<file path="src/rtl/l2m_pkg.sv">
// shared types and constants for the latitude to mercator v pipeline
package l2m_pkg;

	localparam int ANGLE_FRAC_BITS_DEF = 20;
	localparam int V_FRAC_BITS_DEF     = 30;

	localparam int LAT_W    = 28;
	localparam int LIM_W    = 27;
	localparam int OUT_W    = 31;
	localparam int LOG_BITS = 56;
	localparam int REM_W    = 10;
	localparam int CHUNK_W  = 16;

	localparam logic [LIM_W-1:0] LAT_LIMIT_RST = 27'd89182573;

	localparam logic [63:0]  Q62_ONE  = 64'h4000_0000_0000_0000;
	localparam logic [63:0]  PIQ62    = 64'hC90F_DAA2_2168_C234;
	localparam logic [63:0]  LN2Q64   = 64'hB172_17F7_D1CF_79AB;
	localparam logic [63:0]  TWOPIQ64 = 64'hA2F9_836E_4E44_1529;
	// pi/180 in q64
	localparam logic [63:0]  DEG_Q64  = PIQ62 / 64'd45;
	localparam logic [127:0] K_PROD   = {64'd0, LN2Q64} * {64'd0, TWOPIQ64};
	// ln2/(4 pi) in q67
	localparam logic [63:0]  K_Q67    = K_PROD[127:64];

	typedef enum logic [1:0] {
		K_CALC  = 2'd0,
		K_NORTH = 2'd1,
		K_SOUTH = 2'd2,
		K_FULL  = 2'd3
	} kind_t;

	typedef struct packed {
		kind_t kind;
		logic  neg;
	} ctl_t;

endpackage

</file>
<file path="src/rtl/l2m_norm.sv">
// leading-one search and left normalization to bit 62
module l2m_norm import l2m_pkg::*; #(
	parameter int PW = 1
) (
	input  logic          clk,
	input  logic          arst_n,
	input  logic          en,
	input  logic          vin,
	input  logic [63:0]   x,
	input  logic [PW-1:0] pin,
	output logic          vout,
	output logic [63:0]   xn,
	output logic [5:0]    e,
	output logic [PW-1:0] pout
);

	logic          v_s1, v_s2, v_s3;
	logic [7:0]    grp_s1;
	logic [63:0]   x_s1, x_s2, xn_s3;
	logic [5:0]    e_s2, e_s3;
	logic [PW-1:0] pay_s1, pay_s2, pay_s3;
	logic [7:0]    grp;
	logic [2:0]    g, bsel;
	logic [7:0]    byt;

	always_comb begin
		for (int j = 0; j < 8; j++) begin
			grp[j] = |x[8*j +: 8];
		end
	end

	always_comb begin
		g    = '0;
		bsel = '0;
		for (int j = 0; j < 8; j++) begin
			if (grp_s1[j]) g = 3'(j);
		end
		byt = x_s1[8*g +: 8];
		for (int j = 0; j < 8; j++) begin
			if (byt[j]) bsel = 3'(j);
		end
	end

	always_ff @(posedge clk or negedge arst_n) begin
		if (!arst_n) begin
			v_s1 <= 1'b0;
			v_s2 <= 1'b0;
			v_s3 <= 1'b0;
		end else if (en) begin
			v_s1 <= vin;
			v_s2 <= v_s1;
			v_s3 <= v_s2;
		end
	end

	always_ff @(posedge clk) begin
		if (en) begin
			grp_s1 <= grp;
			x_s1   <= x;
			pay_s1 <= pin;
			e_s2   <= {g, bsel};
			x_s2   <= x_s1;
			pay_s2 <= pay_s1;
			xn_s3  <= x_s2 << (6'd62 - e_s2);
			e_s3   <= e_s2;
			pay_s3 <= pay_s2;
		end
	end

	assign vout = v_s3;
	assign xn   = xn_s3;
	assign e    = e_s3;
	assign pout = pay_s3;

endmodule

</file>
<file path="config.mk">
export PLATFORM = sky130hd
export DESIGN_NAME = l2m_norm
export DESIGN_NICKNAME = d
export VERILOG_FILES = /design/src/rtl/l2m_pkg.sv /design/src/rtl/l2m_norm.sv
export SDC_FILE = /design/constraint.sdc
export NUM_CORES = 1
export LEC_CHECK = 0
export CAP_MARGIN = 20
export CORE_ASPECT_RATIO = 0.6
export CORE_MARGIN = 1
export CORE_UTILIZATION = 45
export CTS_BUF_LIST = sky130_fd_sc_hd__clkbuf_16
export CTS_CLUSTER_DIAMETER = 50
export DETAILED_ROUTE_END_ITERATION = 16
export DONT_BUFFER_PORTS = 1
export GPL_ROUTABILITY_DRIVEN = 0
export PLACE_DENSITY = 0.63
export RECOVER_POWER = 50
export SLEW_MARGIN = 20
export SYNTH_ARGS = -nofsm -noshare
export SYNTH_HDL_FRONTEND = slang
export SYNTH_SLANG_ARGS = --single-unit
</file>
<file path="constraint.sdc">
create_clock -name clk -period 3.4 [get_ports clk]
set_input_delay 0.17 -clock clk [delete_from_list [all_inputs] [get_ports clk]]
set_output_delay 0.17 -clock clk [all_outputs]
set_load 0.01 [all_outputs]
</file>
# == Word level (Yosys, flattened, before mapping) ==
# Cells that the tools add are included.
# totals
ff_bits,218
mem_bits_ro,0
out_inout_bits,72
mem_bits_rw,0
latchBits,0
n_memories,0
# op_classes
shift,2
eq_ne,0
n_div,0
n_lt_le_gt_ge,0
reduce_logical,10
n_bitwise,0
mul,0
addsub,1
muxes,13
# op_table
operator,n
8-bit OR reduction,8
64-bit by 7-bit variable part select with 8-bit output,1
64-bit by 6-bit << shifter with 64-bit output,1
3-bit 2-to-1 mux,8
"6-bit subtractor, first input constant",1
2-bit 2-to-1 mux,2
4-bit OR reduction,1
1-bit 2-to-1 mux,3
2-bit OR reduction,1

# == Depth between registers and ports, before layout ==
# Gate-level depths: netlist of the first run.
# depth
word_depth,14
mapped_depth,10

# == Worst setup path before layout of the first run ==
# No wires, ideal clock.
# synth_path
kind,register -> register
from,register e_s2[0]
to,"register xn_s3[57] (netlist: xn[57]), data pin"
path_stages_with_launch,9
arrival_time_ps,2451
path_buffers,3
path_slack_ps,673
cell_sequence,edfxtp_1 > ha_1 > buf_2 > buf_2 > buf_1 > mux4_1 > mux4_2 > a21oi_1 > o21ai_0
# synth_via
elab_chain_len,2
# synth_lines
item,line_no,source
start: declaration,l2m_norm.sv:20,"logic [5:0] e_s2, e_s3;"
start signal: assignment,l2m_norm.sv:61,"e_s2 <= {g, bsel};"
6-bit subtractor,l2m_norm.sv:64,xn_s3 <= x_s2 << (6'd62 - e_s2);
64-bit by 6-bit << shifter with 64-bit output,l2m_norm.sv:64,
end signal: assignment,l2m_norm.sv:64,
end: declaration,l2m_norm.sv:19,"logic [63:0] x_s1, x_s2, xn_s3;"
# Every way passes these cells.
# A chain may end at the register's enable or synchronous reset.

# == Final worst setup path of the first run ==
# layout_path
from,register grp_s1[5]
to,"register e_s2[2], data pin"
# layout_via
elab_chain_len,5
word_cells_on_any_way,6
classes_between,shift: 1; mux: 4; reduce/logical: 1
# layout_lines
item,line_no,source
start: declaration,l2m_norm.sv:18,logic [7:0] grp_s1;
start signal: assignment,l2m_norm.sv:58,grp_s1 <= grp;
3-bit 2-to-1 mux (*) (3 in series),l2m_norm.sv:36,if (grp_s1[j]) g = 3'(j);
64-bit by 7-bit variable part select with 8-bit output (*),l2m_norm.sv:38,byt = x_s1[8*g +: 8];
4-bit OR reduction (no line) / 3-bit 2-to-1 mux (equally long branches),n/a,
# Mark *: on every way between the ends. The rest lies on a longest branch, timed or not.

==> impl_metrics.xml, run 1 <==
<?xml version="1.0" encoding="UTF-8"?>
<metrics>
  <group name="global_route">
    <metric name="wire_length_of_the_first_global_routing_pass" unit="mm">46.5</metric>
    <metric name="number_of_antenna_violations_at_the_first_check_in_global_routing" unit="">1</metric>
    <metric name="grt.total_usage" unit="">0.239</metric>
    <metric name="grtUsageMet2" unit="">0.328</metric>
    <metric name="busiest_layer" unit="">met1</metric>
    <metric name="globalRouteOverflowTotal" unit="">0</metric>
    <metric name="gr-usage-met3" unit="">0.0814</metric>
    <metric name="maximum_number_of_pins_on_one_net_before_global_route_repair" unit="">218</metric>
    <metric name="grt_pass1_vias" unit="">7376</metric>
    <metric name="use_met1" unit="">0.362</metric>
  </group>
  <group name="timing">
    <metric name="max_clock_freq" unit="MHz">319</metric>
    <metric name="ratio_of_final_minimum_period_to_clock_period" unit="">0.923</metric>
    <metric name="timing_hold_violations_final" unit="">214</metric>
    <metric name="hold-worst-slack" unit="ps">-236</metric>
    <metric name="finalSetupTns" unit="ps">0</metric>
    <metric name="worst_clock_skew" unit="ps">28.2</metric>
    <metric name="timing.slew.headroom" unit="">0.498</metric>
    <metric name="fin_crit" unit="ps">3140</metric>
    <metric name="tightestPinTransition" unit="ps">735</metric>
    <metric name="grt_setup_unrepaired" unit="">no</metric>
    <metric name="timing.final.max_slew_violations" unit="">0</metric>
    <metric name="finalSetupViolations" unit="">0</metric>
  </group>
  <group name="run">
    <metric name="max_cap_viol_count" unit="">0</metric>
  </group>
  <group name="synth">
    <metric name="asyncSetResetFlopFracSynth" unit="">0.0138</metric>
    <metric name="synth_simple_gate_area_share" unit="">0.0880</metric>
    <metric name="synth_commonest_cells" unit="">sky130_fd_sc_hd__edfxtp_1, sky130_fd_sc_hd__nand2_1, sky130_fd_sc_hd__nor2_1, sky130_fd_sc_hd__mux2i_1, sky130_fd_sc_hd__mux4_2</metric>
    <metric name="synth.avg_cell_area" unit="sq um">13.7</metric>
    <metric name="yosys_register_bits" unit="">217</metric>
    <metric name="ys.warnings.count" unit="">0</metric>
    <metric name="synth_largest_area_cell" unit="">sky130_fd_sc_hd__edfxtp_1</metric>
    <metric name="area_fraction_in_compound_gates_after_synthesis" unit="">0.0934</metric>
    <metric name="synth.net_count" unit="">902</metric>
    <metric name="synth.area.mux_share" unit="">0.205</metric>
    <metric name="synthMostInstantiatedCell" unit="">sky130_fd_sc_hd__edfxtp_1</metric>
    <metric name="yosys.area_share.xor_xnor" unit="">0.00748</metric>
    <metric name="post_synth_fa_ha_maj_area_fraction" unit="">0.00110</metric>
    <metric name="syn-cell-area" unit="sq um">11400</metric>
    <metric name="synth_cell_types" unit="">57</metric>
    <metric name="number_of_synthesized_flops_with_an_enable_pin" unit="">214</metric>
    <metric name="synthDominantCellAreaShare" unit="">0.565</metric>
    <metric name="postSynth.topFlopCell" unit="">sky130_fd_sc_hd__edfxtp_1</metric>
    <metric name="combinational_family_with_the_most_area_after_synthesis" unit="">multiplexers</metric>
    <metric name="seq_area_frac_synth" unit="">0.572</metric>
    <metric name="post_synth_inst_count" unit="">832</metric>
    <metric name="synth_top_cells_by_area" unit="">sky130_fd_sc_hd__edfxtp_1, sky130_fd_sc_hd__mux4_2, sky130_fd_sc_hd__mux2i_1</metric>
  </group>
  <group name="layout">
    <metric name="number_of_inserted_diodes" unit="">0</metric>
    <metric name="layout-drive-gt1-share" unit="">0.170</metric>
    <metric name="nFillCells" unit="">2024</metric>
    <metric name="finish.net_count" unit="">975</metric>
    <metric name="syn_to_final_growth" unit="%">16.9</metric>
  </group>
  <group name="power">
    <metric name="power" unit="mW">8.16</metric>
    <metric name="power_leakage" unit="nW">4.71</metric>
    <metric name="power_per_cell_area" unit="nW/um^2">614</metric>
    <metric name="irDropWorstVdd" unit="mV">0.465</metric>
  </group>
  <group name="route">
    <metric name="drt-pass1-iter-count" unit="">6</metric>
    <metric name="drt_wl_total" unit="mm">30.5</metric>
    <metric name="wl_per_cell" unit="um">24.6</metric>
    <metric name="routed-via-count" unit="">7793</metric>
    <metric name="detail-route-antenna-nets" unit="">0</metric>
    <metric name="drt_drc_violations_left" unit="">0</metric>
    <metric name="drt_first_iter_violations" unit="">1210</metric>
    <metric name="viasPerCell" unit="">6.27</metric>
  </group>
  <group name="setup_path">
    <metric name="critical_path_peak_fanout" unit="">12</metric>
    <metric name="worstPathArrival" unit="ps">3380</metric>
    <metric name="cp-start-kind" unit="">register</metric>
    <metric name="data_required_time_at_the_worst_endpoint" unit="ps">3640</metric>
    <metric name="end_kind" unit="">register</metric>
    <metric name="worst-setup-path-type" unit="">reg -&gt; reg</metric>
  </group>
  <group name="floorplanning">
    <metric name="die_area" unit="sq um">25900</metric>
    <metric name="placement_rows" unit="">44</metric>
    <metric name="floorplan.core_area" unit="sq um">24500</metric>
    <metric name="num_io_pins" unit="">141</metric>
    <metric name="starting_density_of_the_core" unit="">0.464</metric>
    <metric name="floorplan.die.height" unit="um">125</metric>
    <metric name="chipWidth" unit="um">207</metric>
  </group>
  <group name="outcome">
    <metric name="failed_checks" unit="">hold timing</metric>
    <metric name="run_status" unit="">complete, but fails checks</metric>
  </group>
  <group name="clock_network">
    <metric name="numClockSinks" unit="">217</metric>
    <metric name="post_cts_hold_buffer_count" unit="">71</metric>
    <metric name="clkLatencyLatePin" unit="ps">540</metric>
    <metric name="cts_tree" unit="">yes</metric>
    <metric name="cts-buffers-inserted" unit="">22</metric>
    <metric name="cts.htree.levels" unit="">1</metric>
    <metric name="clk_transition_reported_paths" unit="ps">60</metric>
    <metric name="cts.root.buffer_cell" unit="">sky130_fd_sc_hd__clkbuf_16</metric>
    <metric name="clock_tree.buffer_depth" unit="">3</metric>
  </group>
  <group name="hold_path">
    <metric name="hold_path_class" unit="">in -&gt; reg</metric>
  </group>
  <group name="place">
    <metric name="placement.io_buffers" unit="">0</metric>
    <metric name="dp_hpwl" unit="mm">22.5</metric>
  </group>
</metrics>
-- kinds of logic after synthesis --
family | count (synthesis)
mux | 144
simple gates | 227
xor+xnor | 8
buf+inv | 74
flops | 217
fa+ha+maj | 1
compound gates | 161
-- where the power goes --
group / internal, mW / switching (mW) / total, mW
Clock: 1.42 / 1.04 / 2.46
Sequential: 3.33 / 0.271 / 3.60
Combinational: 0.909 / 1.20 / 2.10
Total: 5.66 / 2.50 / 8.16
-- cell type report --
| type | count | area, sq um | share of cell area |
|---|---|---|---|
| well taps | 322 | 403 | 0.0303 |
| repair buffers | 108 | 1040 | 0.0781 |
| flip-flops and latches | 217 | 6500 | 0.489 |
| inverters | 15 | 56.3 | 0.00424 |
| clock buffers | 22 | 551 | 0.0414 |
| clock inverters | 18 | 181 | 0.0136 |
| multi-input cells | 541 | 4560 | 0.343 |
-- through the flow --
stage	hold WS (ps)	utilization	setup slack, ps	cell area [sq um]	std cells
floorplan	-126	-	673	11400	832
global placement	-126	0.484	348	11900	1132
detailed placement	-126	0.484	353	11900	1132
CTS	-269	0.543	338	13300	1243
global route	-271	0.543	141	13300	1243
finish	-236	0.543	263	13300	1243
-- layer usage --
metal | wire length (um) | up-vias
li1 | - | 3465
met4 | 594 | 2
met1 | 14000 | 3811
met2 | 12400 | 460
met5 | 13 | -
met3 | 3500 | 55
-- registers in the layout, indices dropped and copies added (netlist names), 6 cells and up --
signal,count
x_s2,64
xn,64
e_s2,6
grp_s1,7
e,6
x_s1,64
-- final timing paths --
path	startpoint	endpoint	slack, ps	cells past startpoint
worst min register to register	pay_s2	pout	420	0
min in group asynchronous	arst_n	v_s1	440	2
worst max-delay path	grp_s1[5]	e_s2[2]	260	6
max in group asynchronous	arst_n	vout	2800	2
worst max register to register	grp_s1[5]	e_s2[2]	260	6
worst min-delay path	en	x_s1[0]	-240	0
-- worst max-delay path: stages, from the launching register on --
cell	delay, ps
sky130_fd_sc_hd__edfxtp_1	500
sky130_fd_sc_hd__nor2b_1	500
sky130_fd_sc_hd__a21o_1	420
sky130_fd_sc_hd__mux4_2	560
sky130_fd_sc_hd__a32oi_1	250
sky130_fd_sc_hd__o21ai_1	130
sky130_fd_sc_hd__or3b_1	480
-- cells in the final DEF (no fill, tap or decap), types with 5 or more instances in the layout --
master                          netlist  layout
sky130_fd_sc_hd__edfxtp_1           214     214
sky130_fd_sc_hd__nand2_1            100     100
sky130_fd_sc_hd__dlygate4sd3_1        0      71
sky130_fd_sc_hd__nor2_1              62      62
sky130_fd_sc_hd__mux2i_1             51      51
sky130_fd_sc_hd__mux4_2              49      49
sky130_fd_sc_hd__o21ai_0             41      41
sky130_fd_sc_hd__buf_4                8      33
sky130_fd_sc_hd__mux2_2              29      29
sky130_fd_sc_hd__a21oi_1             26      26
sky130_fd_sc_hd__clkbuf_16            0      22
sky130_fd_sc_hd__nand3_1             17      17
sky130_fd_sc_hd__o221ai_1            16      16
sky130_fd_sc_hd__inv_1               13      15
sky130_fd_sc_hd__mux4_1              15      15
sky130_fd_sc_hd__a211oi_1            15      15
sky130_fd_sc_hd__o211ai_1            14      14
sky130_fd_sc_hd__nor4_1              14      14
sky130_fd_sc_hd__a22oi_1             10      10
sky130_fd_sc_hd__clkinv_1             1       8
sky130_fd_sc_hd__o22ai_1              8       8
sky130_fd_sc_hd__nor3_1               6       6
sky130_fd_sc_hd__a2111oi_0            6       6
sky130_fd_sc_hd__or3_1                5       5
-- timing repair --
item,4_1_cts,5_1_grt
setup buffers,0,0
gates resized for setup,0,0
hold endpoints to repair,292,214
Power figures use the tool's default switching activity.
==> inputs of run 2 (changes only) <==
--- a/config.mk
+++ b/config.mk
@@ -14,7 +14,8 @@
 export DETAILED_ROUTE_END_ITERATION = 16
 export DONT_BUFFER_PORTS = 1
 export GPL_ROUTABILITY_DRIVEN = 0
-export PLACE_DENSITY = 0.63
+export GPL_TIMING_DRIVEN = 0
+export PLACE_DENSITY = 0.65
 export RECOVER_POWER = 50
 export SLEW_MARGIN = 20
 export SYNTH_ARGS = -nofsm -noshare
==> constraint.sdc (replaced) <==
create_clock -name clk -period 2.8 [get_ports clk]
set_input_delay 0.14 -clock clk [delete_from_list [all_inputs] [get_ports clk]]
set_output_delay 0.14 -clock clk [all_outputs]
set_load 0.01 [all_outputs]
==> impl_metrics.xml, run 2 (synthesized netlist as in run 1, its figures left out) <==
<?xml version="1.0" encoding="UTF-8"?>
<metrics>
  <group name="floorplanning">
    <metric name="chipWidth" unit="um">207</metric>
    <metric name="starting_density_of_the_core" unit="">0.464</metric>
    <metric name="num_io_pins" unit="">141</metric>
    <metric name="floorplan.core_area" unit="sq um">24500</metric>
    <metric name="die_area" unit="sq um">25900</metric>
    <metric name="placement_rows" unit="">44</metric>
    <metric name="floorplan.die.height" unit="um">125</metric>
  </group>
  <group name="global_route">
    <metric name="wire_length_of_the_first_global_routing_pass" unit="mm">49.4</metric>
    <metric name="grt.total_usage" unit="">0.256</metric>
    <metric name="globalRouteOverflowTotal" unit="">0</metric>
    <metric name="number_of_antenna_violations_at_the_first_check_in_global_routing" unit="">0</metric>
    <metric name="maximum_number_of_pins_on_one_net_before_global_route_repair" unit="">218</metric>
    <metric name="grt_pass1_vias" unit="">7864</metric>
  </group>
  <group name="setup_path">
    <metric name="crit_buf_inv" unit="">2</metric>
    <metric name="critical_path_depth" unit="">7</metric>
    <metric name="critical_path_peak_fanout" unit="">10</metric>
    <metric name="data_required_time_at_the_worst_endpoint" unit="ps">3020</metric>
    <metric name="end_kind" unit="">register</metric>
    <metric name="r2r.worst_path.cells" unit="">7</metric>
    <metric name="critPathTopFamily" unit="">multiplexers</metric>
    <metric name="critical_path.most_common_cell" unit="">sky130_fd_sc_hd__mux4_2</metric>
    <metric name="minimum_setup_slack_among_reg_to_reg_paths" unit="ps">-7</metric>
    <metric name="worstReg2RegEnd" unit="">xn[49]</metric>
    <metric name="worstPathArrival" unit="ps">3030</metric>
    <metric name="crit-reg2reg-launch" unit="">e_s2[0]</metric>
    <metric name="max_stage_delay" unit="ps">510</metric>
    <metric name="crit_slowest_cell" unit="">sky130_fd_sc_hd__mux4_2</metric>
    <metric name="cp-start-kind" unit="">register</metric>
    <metric name="path_cells" unit="">ha_2 -&gt; buf_6 -&gt; buf_8 -&gt; mux4_2 -&gt; mux4_2 -&gt; a2bb2oi_1 -&gt; o221ai_1</metric>
    <metric name="worst-setup-path-type" unit="">reg -&gt; reg</metric>
  </group>
  <group name="timing">
    <metric name="hold-worst-slack" unit="ps">-274</metric>
    <metric name="timing.slew.headroom" unit="">0.552</metric>
    <metric name="worst_clock_skew" unit="ps">17.3</metric>
    <metric name="layout_setup_ws" unit="ps">-7.07</metric>
    <metric name="ratio_of_final_minimum_period_to_clock_period" unit="">1.00</metric>
    <metric name="max_clock_freq" unit="MHz">356</metric>
    <metric name="timing.final.max_slew_violations" unit="">0</metric>
    <metric name="timing_hold_violations_final" unit="">214</metric>
    <metric name="tightestPinTransition" unit="ps">668</metric>
    <metric name="fin_crit" unit="ps">2810</metric>
    <metric name="finalSetupTns" unit="ps">-7.07</metric>
    <metric name="finalSetupViolations" unit="">1</metric>
  </group>
  <group name="clock_network">
    <metric name="cts-buffers-inserted" unit="">21</metric>
    <metric name="cts_tree" unit="">yes</metric>
    <metric name="clk_transition_reported_paths" unit="ps">60</metric>
    <metric name="cts.htree.levels" unit="">1</metric>
    <metric name="numClockSinks" unit="">217</metric>
    <metric name="clock_tree.buffer_depth" unit="">3</metric>
    <metric name="cts.root.buffer_cell" unit="">sky130_fd_sc_hd__clkbuf_16</metric>
    <metric name="clkLatencyLatePin" unit="ps">530</metric>
    <metric name="post_cts_hold_buffer_count" unit="">71</metric>
  </group>
  <group name="hold_path">
    <metric name="worst_hold_path.endpoint" unit="">x_s1[0]</metric>
    <metric name="hold_path_class" unit="">in -&gt; reg</metric>
    <metric name="min_path_cells" unit="">0</metric>
    <metric name="hp-start" unit="">en</metric>
  </group>
  <group name="layout">
    <metric name="finish.net_count" unit="">1013</metric>
    <metric name="syn_to_final_growth" unit="%">21.0</metric>
    <metric name="nFillCells" unit="">1956</metric>
    <metric name="multi_input_area" unit="sq um">4860</metric>
    <metric name="layout.cells.most_common" unit="">sky130_fd_sc_hd__edfxtp_1</metric>
    <metric name="number_of_inserted_diodes" unit="">0</metric>
    <metric name="layout-drive-gt1-share" unit="">0.252</metric>
    <metric name="register_area" unit="sq um">6500</metric>
    <metric name="layout_common_cells" unit="">sky130_fd_sc_hd__edfxtp_1, sky130_fd_sc_hd__nand2_1, sky130_fd_sc_hd__dlygate4sd3_1, sky130_fd_sc_hd__nor2_1, sky130_fd_sc_hd__mux4_2</metric>
    <metric name="post-route-cell-area" unit="sq um">13800</metric>
  </group>
  <group name="place">
    <metric name="post_dp_cell_area" unit="sq um">11800</metric>
    <metric name="dp_hpwl" unit="mm">24.3</metric>
    <metric name="preCtsSetupSlack" unit="ps">-674</metric>
    <metric name="placement.io_buffers" unit="">0</metric>
  </group>
  <group name="power">
    <metric name="combinationalPowerShare" unit="">0.299</metric>
    <metric name="power_leakage" unit="nW">4.81</metric>
    <metric name="clockPowerShare" unit="">0.270</metric>
    <metric name="power" unit="mW">10.1</metric>
    <metric name="internal_power" unit="mW">6.81</metric>
    <metric name="switching_fraction_of_total_power" unit="">0.328</metric>
    <metric name="power_per_cell_area" unit="nW/um^2">737</metric>
    <metric name="p_seq_frac" unit="">0.431</metric>
    <metric name="irDropWorstVdd" unit="mV">0.460</metric>
    <metric name="p_switching" unit="mW">3.33</metric>
  </group>
  <group name="route">
    <metric name="drt_wl_total" unit="mm">33.5</metric>
    <metric name="detail-route-antenna-nets" unit="">0</metric>
    <metric name="drt_drc_violations_left" unit="">0</metric>
    <metric name="routed-via-count" unit="">8254</metric>
    <metric name="drt-pass1-iter-count" unit="">7</metric>
    <metric name="drt_first_iter_violations" unit="">1206</metric>
    <metric name="wl_per_cell" unit="um">26.2</metric>
    <metric name="viasPerCell" unit="">6.45</metric>
  </group>
  <group name="run">
    <metric name="max_cap_viol_count" unit="">0</metric>
  </group>
  <group name="outcome">
    <metric name="run_status" unit="">complete, but fails checks</metric>
    <metric name="failed_checks" unit="">hold timing, setup timing</metric>
  </group>
</metrics>
-- run 2: changes by cell type in the layout (fill, tap and decap cells not counted), moves of 6 or more --
cell | before | now
sky130_fd_sc_hd__mux2i_1 | 51 | 33
sky130_fd_sc_hd__mux2i_2 | 0 | 15
sky130_fd_sc_hd__buf_2 | 0 | 11
sky130_fd_sc_hd__buf_6 | 0 | 11
sky130_fd_sc_hd__clkbuf_2 | 0 | 11
sky130_fd_sc_hd__buf_4 | 33 | 24
sky130_fd_sc_hd__clkbuf_1 | 0 | 8
sky130_fd_sc_hd__clkinv_1 | 8 | 2
sky130_fd_sc_hd__mux4_1 | 15 | 9
sky130_fd_sc_hd__mux4_2 | 49 | 55
sky130_fd_sc_hd__o21ai_0 | 41 | 35
sky130_fd_sc_hd__o21ai_1 | 4 | 10
-- run 2: through the flow --
stage	cells	util
final	1279	0.562
after global routing	1279	0.562
after CTS	1270	0.545
after detailed placement	1154	0.481
after global placement	1154	0.481
after floorplan	832	-
-- run 2: worst max-delay path by stage --
stage	startpoint	to
after CTS	e_s2[0]	xn[57]
after global placement	e_s2[0]	xn[51]
after detailed placement	e_s2[0]	xn[48]
after global routing	e_s2[0]	xn[28]
final	e_s2[0]	xn[49]
after floorplan	e_s2[0]	xn[57]
-- run 2: cell type report --
| type | instances | share of cell area |
|---|---|---|
| clock buffers | 21 | 0.0382 |
| inverters | 15 | 0.00409 |
| well taps | 322 | 0.0293 |
| clock inverters | 16 | 0.00919 |
| flip-flops and latches | 217 | 0.473 |
| repair buffers | 88 | 0.0609 |
| plain buffers | 59 | 0.0326 |
| multi-input cells | 541 | 0.353 |
-- run 2: repair_timing --
action	CTS	global route
buffers inserted	8	9
hold endpoints to repair	292	214
endpoints found under the setup margin	53	50
pin swaps	3	6
resized for setup	47	96
-- run 2: routing by layer --
layer,track usage,part of all wire,wire (um),up-vias
met5,0.0127,0.0011,37,-
met3,0.118,0.15,4930,83
li1,-,-,-,3531
met4,0.0575,0.025,849,2
met2,0.339,0.40,13400,597
met1,0.376,0.43,14300,4041
-- run 2: power by group through the flow --
stage	clock network [mW]	registers, mW	logic [mW]
final	2.74	4.37	3.03
after global routing	2.90	4.39	3.16
after CTS	2.78	4.36	2.63
after detailed placement	0	4.43	2.40
after global placement	0	4.42	2.39
after floorplan	0	4.31	1.73
==> inputs of run 3 (changes only) <==
--- a/config.mk
+++ b/config.mk
@@ -8,14 +8,14 @@
 export CAP_MARGIN = 20
 export CORE_ASPECT_RATIO = 0.6
 export CORE_MARGIN = 1
-export CORE_UTILIZATION = 45
+export CORE_UTILIZATION = 56
 export CTS_BUF_LIST = sky130_fd_sc_hd__clkbuf_16
 export CTS_CLUSTER_DIAMETER = 50
 export DETAILED_ROUTE_END_ITERATION = 16
 export DONT_BUFFER_PORTS = 1
 export GPL_ROUTABILITY_DRIVEN = 0
 export GPL_TIMING_DRIVEN = 0
-export PLACE_DENSITY = 0.65
+export PLACE_DENSITY = 0.77
 export RECOVER_POWER = 50
 export SLEW_MARGIN = 20
 export SYNTH_ARGS = -nofsm -noshare
==> impl_metrics.xml, run 3 (synthesized netlist as in run 1, its figures left out) <==
<?xml version="1.0" encoding="UTF-8"?>
<metrics>
  <group name="outcome">
    <metric name="run_status" unit="">complete, but fails checks</metric>
    <metric name="failed_checks" unit="">hold timing</metric>
  </group>
  <group name="global_route">
    <metric name="number_of_antenna_violations_at_the_first_check_in_global_routing" unit="">1</metric>
    <metric name="grt.total_usage" unit="">0.313</metric>
    <metric name="globalRouteOverflowTotal" unit="">0</metric>
    <metric name="wire_length_of_the_first_global_routing_pass" unit="mm">47.9</metric>
    <metric name="maximum_number_of_pins_on_one_net_before_global_route_repair" unit="">218</metric>
    <metric name="grt_pass1_vias" unit="">8022</metric>
  </group>
  <group name="timing">
    <metric name="timing.slew.headroom" unit="">0.565</metric>
    <metric name="tightestPinTransition" unit="ps">651</metric>
    <metric name="worst_clock_skew" unit="ps">12.6</metric>
    <metric name="hold-worst-slack" unit="ps">-260</metric>
    <metric name="max_clock_freq" unit="MHz">358</metric>
    <metric name="ratio_of_final_minimum_period_to_clock_period" unit="">0.997</metric>
    <metric name="layout_setup_ws" unit="ps">7.67</metric>
    <metric name="fin_crit" unit="ps">2790</metric>
    <metric name="timing.final.max_slew_violations" unit="">0</metric>
    <metric name="finalSetupTns" unit="ps">0</metric>
    <metric name="timing_hold_violations_final" unit="">214</metric>
    <metric name="finalSetupViolations" unit="">0</metric>
    <metric name="grt_setup_unrepaired" unit="">yes</metric>
  </group>
  <group name="place">
    <metric name="placement.io_buffers" unit="">0</metric>
    <metric name="post_dp_cell_area" unit="sq um">11700</metric>
    <metric name="preCtsSetupSlack" unit="ps">-623</metric>
    <metric name="dp_hpwl" unit="mm">22.9</metric>
  </group>
  <group name="hold_path">
    <metric name="hold_path_class" unit="">in -&gt; reg</metric>
    <metric name="min_path_cells" unit="">0</metric>
  </group>
  <group name="setup_path">
    <metric name="path_cells" unit="">buf_6 -&gt; and3_1 -&gt; and3_1 -&gt; xnor2_1 -&gt; buf_4 -&gt; nor2_1 -&gt; clkbuf_1 -&gt; a21oi_1 -&gt; o21ai_1</metric>
    <metric name="crit_slowest_cell" unit="">sky130_fd_sc_hd__edfxtp_1</metric>
    <metric name="max_stage_delay" unit="ps">440</metric>
    <metric name="critical_path_peak_fanout" unit="">10</metric>
    <metric name="crit_buf_inv" unit="">3</metric>
    <metric name="cp-start-kind" unit="">register</metric>
    <metric name="end_kind" unit="">register</metric>
    <metric name="r2r.worst_path.cells" unit="">9</metric>
    <metric name="critical_path.most_common_cell" unit="">sky130_fd_sc_hd__and3_1</metric>
    <metric name="data_required_time_at_the_worst_endpoint" unit="ps">3020</metric>
    <metric name="critPathTopFamily" unit="">buffers and inverters</metric>
    <metric name="worstPathArrival" unit="ps">3020</metric>
    <metric name="worst-setup-path-type" unit="">reg -&gt; reg</metric>
    <metric name="critical_path_depth" unit="">9</metric>
  </group>
  <group name="clock_network">
    <metric name="numClockSinks" unit="">217</metric>
    <metric name="clk_transition_reported_paths" unit="ps">70</metric>
    <metric name="clock_tree.buffer_depth" unit="">3</metric>
    <metric name="cts_tree" unit="">yes</metric>
    <metric name="cts-buffers-inserted" unit="">20</metric>
    <metric name="clkLatencyLatePin" unit="ps">510</metric>
    <metric name="post_cts_hold_buffer_count" unit="">71</metric>
    <metric name="cts.root.buffer_cell" unit="">sky130_fd_sc_hd__clkbuf_16</metric>
    <metric name="cts.htree.levels" unit="">1</metric>
  </group>
  <group name="floorplanning">
    <metric name="chipWidth" unit="um">186</metric>
    <metric name="die_area" unit="sq um">20900</metric>
    <metric name="floorplan.core_area" unit="sq um">19500</metric>
    <metric name="num_io_pins" unit="">141</metric>
    <metric name="starting_density_of_the_core" unit="">0.584</metric>
    <metric name="floorplan.die.height" unit="um">112</metric>
    <metric name="placement_rows" unit="">39</metric>
  </group>
  <group name="layout">
    <metric name="layout-drive-gt1-share" unit="">0.228</metric>
    <metric name="post-route-cell-area" unit="sq um">13600</metric>
    <metric name="syn_to_final_growth" unit="%">19.5</metric>
    <metric name="nFillCells" unit="">1279</metric>
    <metric name="finish.utilization" unit="">0.698</metric>
    <metric name="layout_common_cells" unit="">sky130_fd_sc_hd__edfxtp_1, sky130_fd_sc_hd__nand2_1, sky130_fd_sc_hd__dlygate4sd3_1, sky130_fd_sc_hd__nor2_1, sky130_fd_sc_hd__mux4_2</metric>
    <metric name="finish.net_count" unit="">1007</metric>
    <metric name="layout.cells.most_common" unit="">sky130_fd_sc_hd__edfxtp_1</metric>
    <metric name="number_of_inserted_diodes" unit="">0</metric>
  </group>
  <group name="route">
    <metric name="drt-pass1-iter-count" unit="">7</metric>
    <metric name="detail-route-antenna-nets" unit="">0</metric>
    <metric name="wl_per_cell" unit="um">26.4</metric>
    <metric name="drt_wl_total" unit="mm">32.1</metric>
    <metric name="drt_first_iter_violations" unit="">1254</metric>
    <metric name="drt_drc_violations_left" unit="">0</metric>
    <metric name="routed-via-count" unit="">8408</metric>
    <metric name="viasPerCell" unit="">6.92</metric>
  </group>
  <group name="power">
    <metric name="irDropWorstVdd" unit="mV">0.443</metric>
    <metric name="power_leakage" unit="nW">4.76</metric>
    <metric name="power_per_cell_area" unit="nW/um^2">727</metric>
  </group>
  <group name="run">
    <metric name="max_cap_viol_count" unit="">0</metric>
  </group>
</metrics>
## run 3: changes by cell type in the layout (fill, tap and decap cells not counted), moves of 3 or more
cell	change
sky130_fd_sc_hd__mux2i_4	+3
sky130_fd_sc_hd__nor2_1	+3
sky130_fd_sc_hd__buf_4	-3
sky130_fd_sc_hd__inv_1	+4
sky130_fd_sc_hd__nor2_2	-3
sky130_fd_sc_hd__clkinv_2	-4
sky130_fd_sc_hd__mux2i_2	-3
## run 3: final cells by class
type | instances | area (sq um) | share of cell area
sequential | 217 | 6500 | 0.478
multi-input combinational | 541 | 4860 | 0.358
timing repair buffer | 83 | 801 | 0.0589
clock buffer | 20 | 500 | 0.0368
buffer | 59 | 432 | 0.0318
tap | 266 | 333 | 0.0245
clock inverter | 14 | 103 | 0.00755
inverter | 15 | 56.3 | 0.00414
## run 3: through the flow
stage	power [mW]	instances
after floorplan	6.04	832
after global placement	6.74	1098
after detailed placement	6.79	1098
after CTS	9.52	1205
after global routing	10.2	1215
final	9.88	1215
## run 3: power by group
group,internal (mW),switching [mW],total (mW)
sequential,4.04,0.320,4.36
combinational,1.26,1.71,2.97
clock,1.39,1.15,2.54
total,6.70,3.18,9.88
## run 3: final timing paths
| kind | startpoint | to | slack, ps |
|---|---|---|---|
| setup / recovery | e_s2[0] | xn[52] | 8 |
| hold / removal | en | x_s1[52] | -260 |
| setup reg to reg | e_s2[0] | xn[52] | 8 |
| hold reg to reg | x_s1[56] | x_s2[56] | 420 |
| max in group asynchronous | arst_n | v_s2 | 2220 |
| min in group asynchronous | arst_n | vout | 430 |
## run 3: repair_timing
action,in CTS,in global routing
pin swaps,3,4
hold endpoints to repair,292,214
buffers inserted,2,10
endpoints found under the setup margin,50,56
gates resized for setup,46,84
## run 3: per-layer routing
metal	global-route usage	wire length, um	share of wire
met1	0.455	13000	0.40
met2	0.434	13300	0.41
met3	0.130	4940	0.15
met4	0.0809	954	0.030
met5	0	0	0
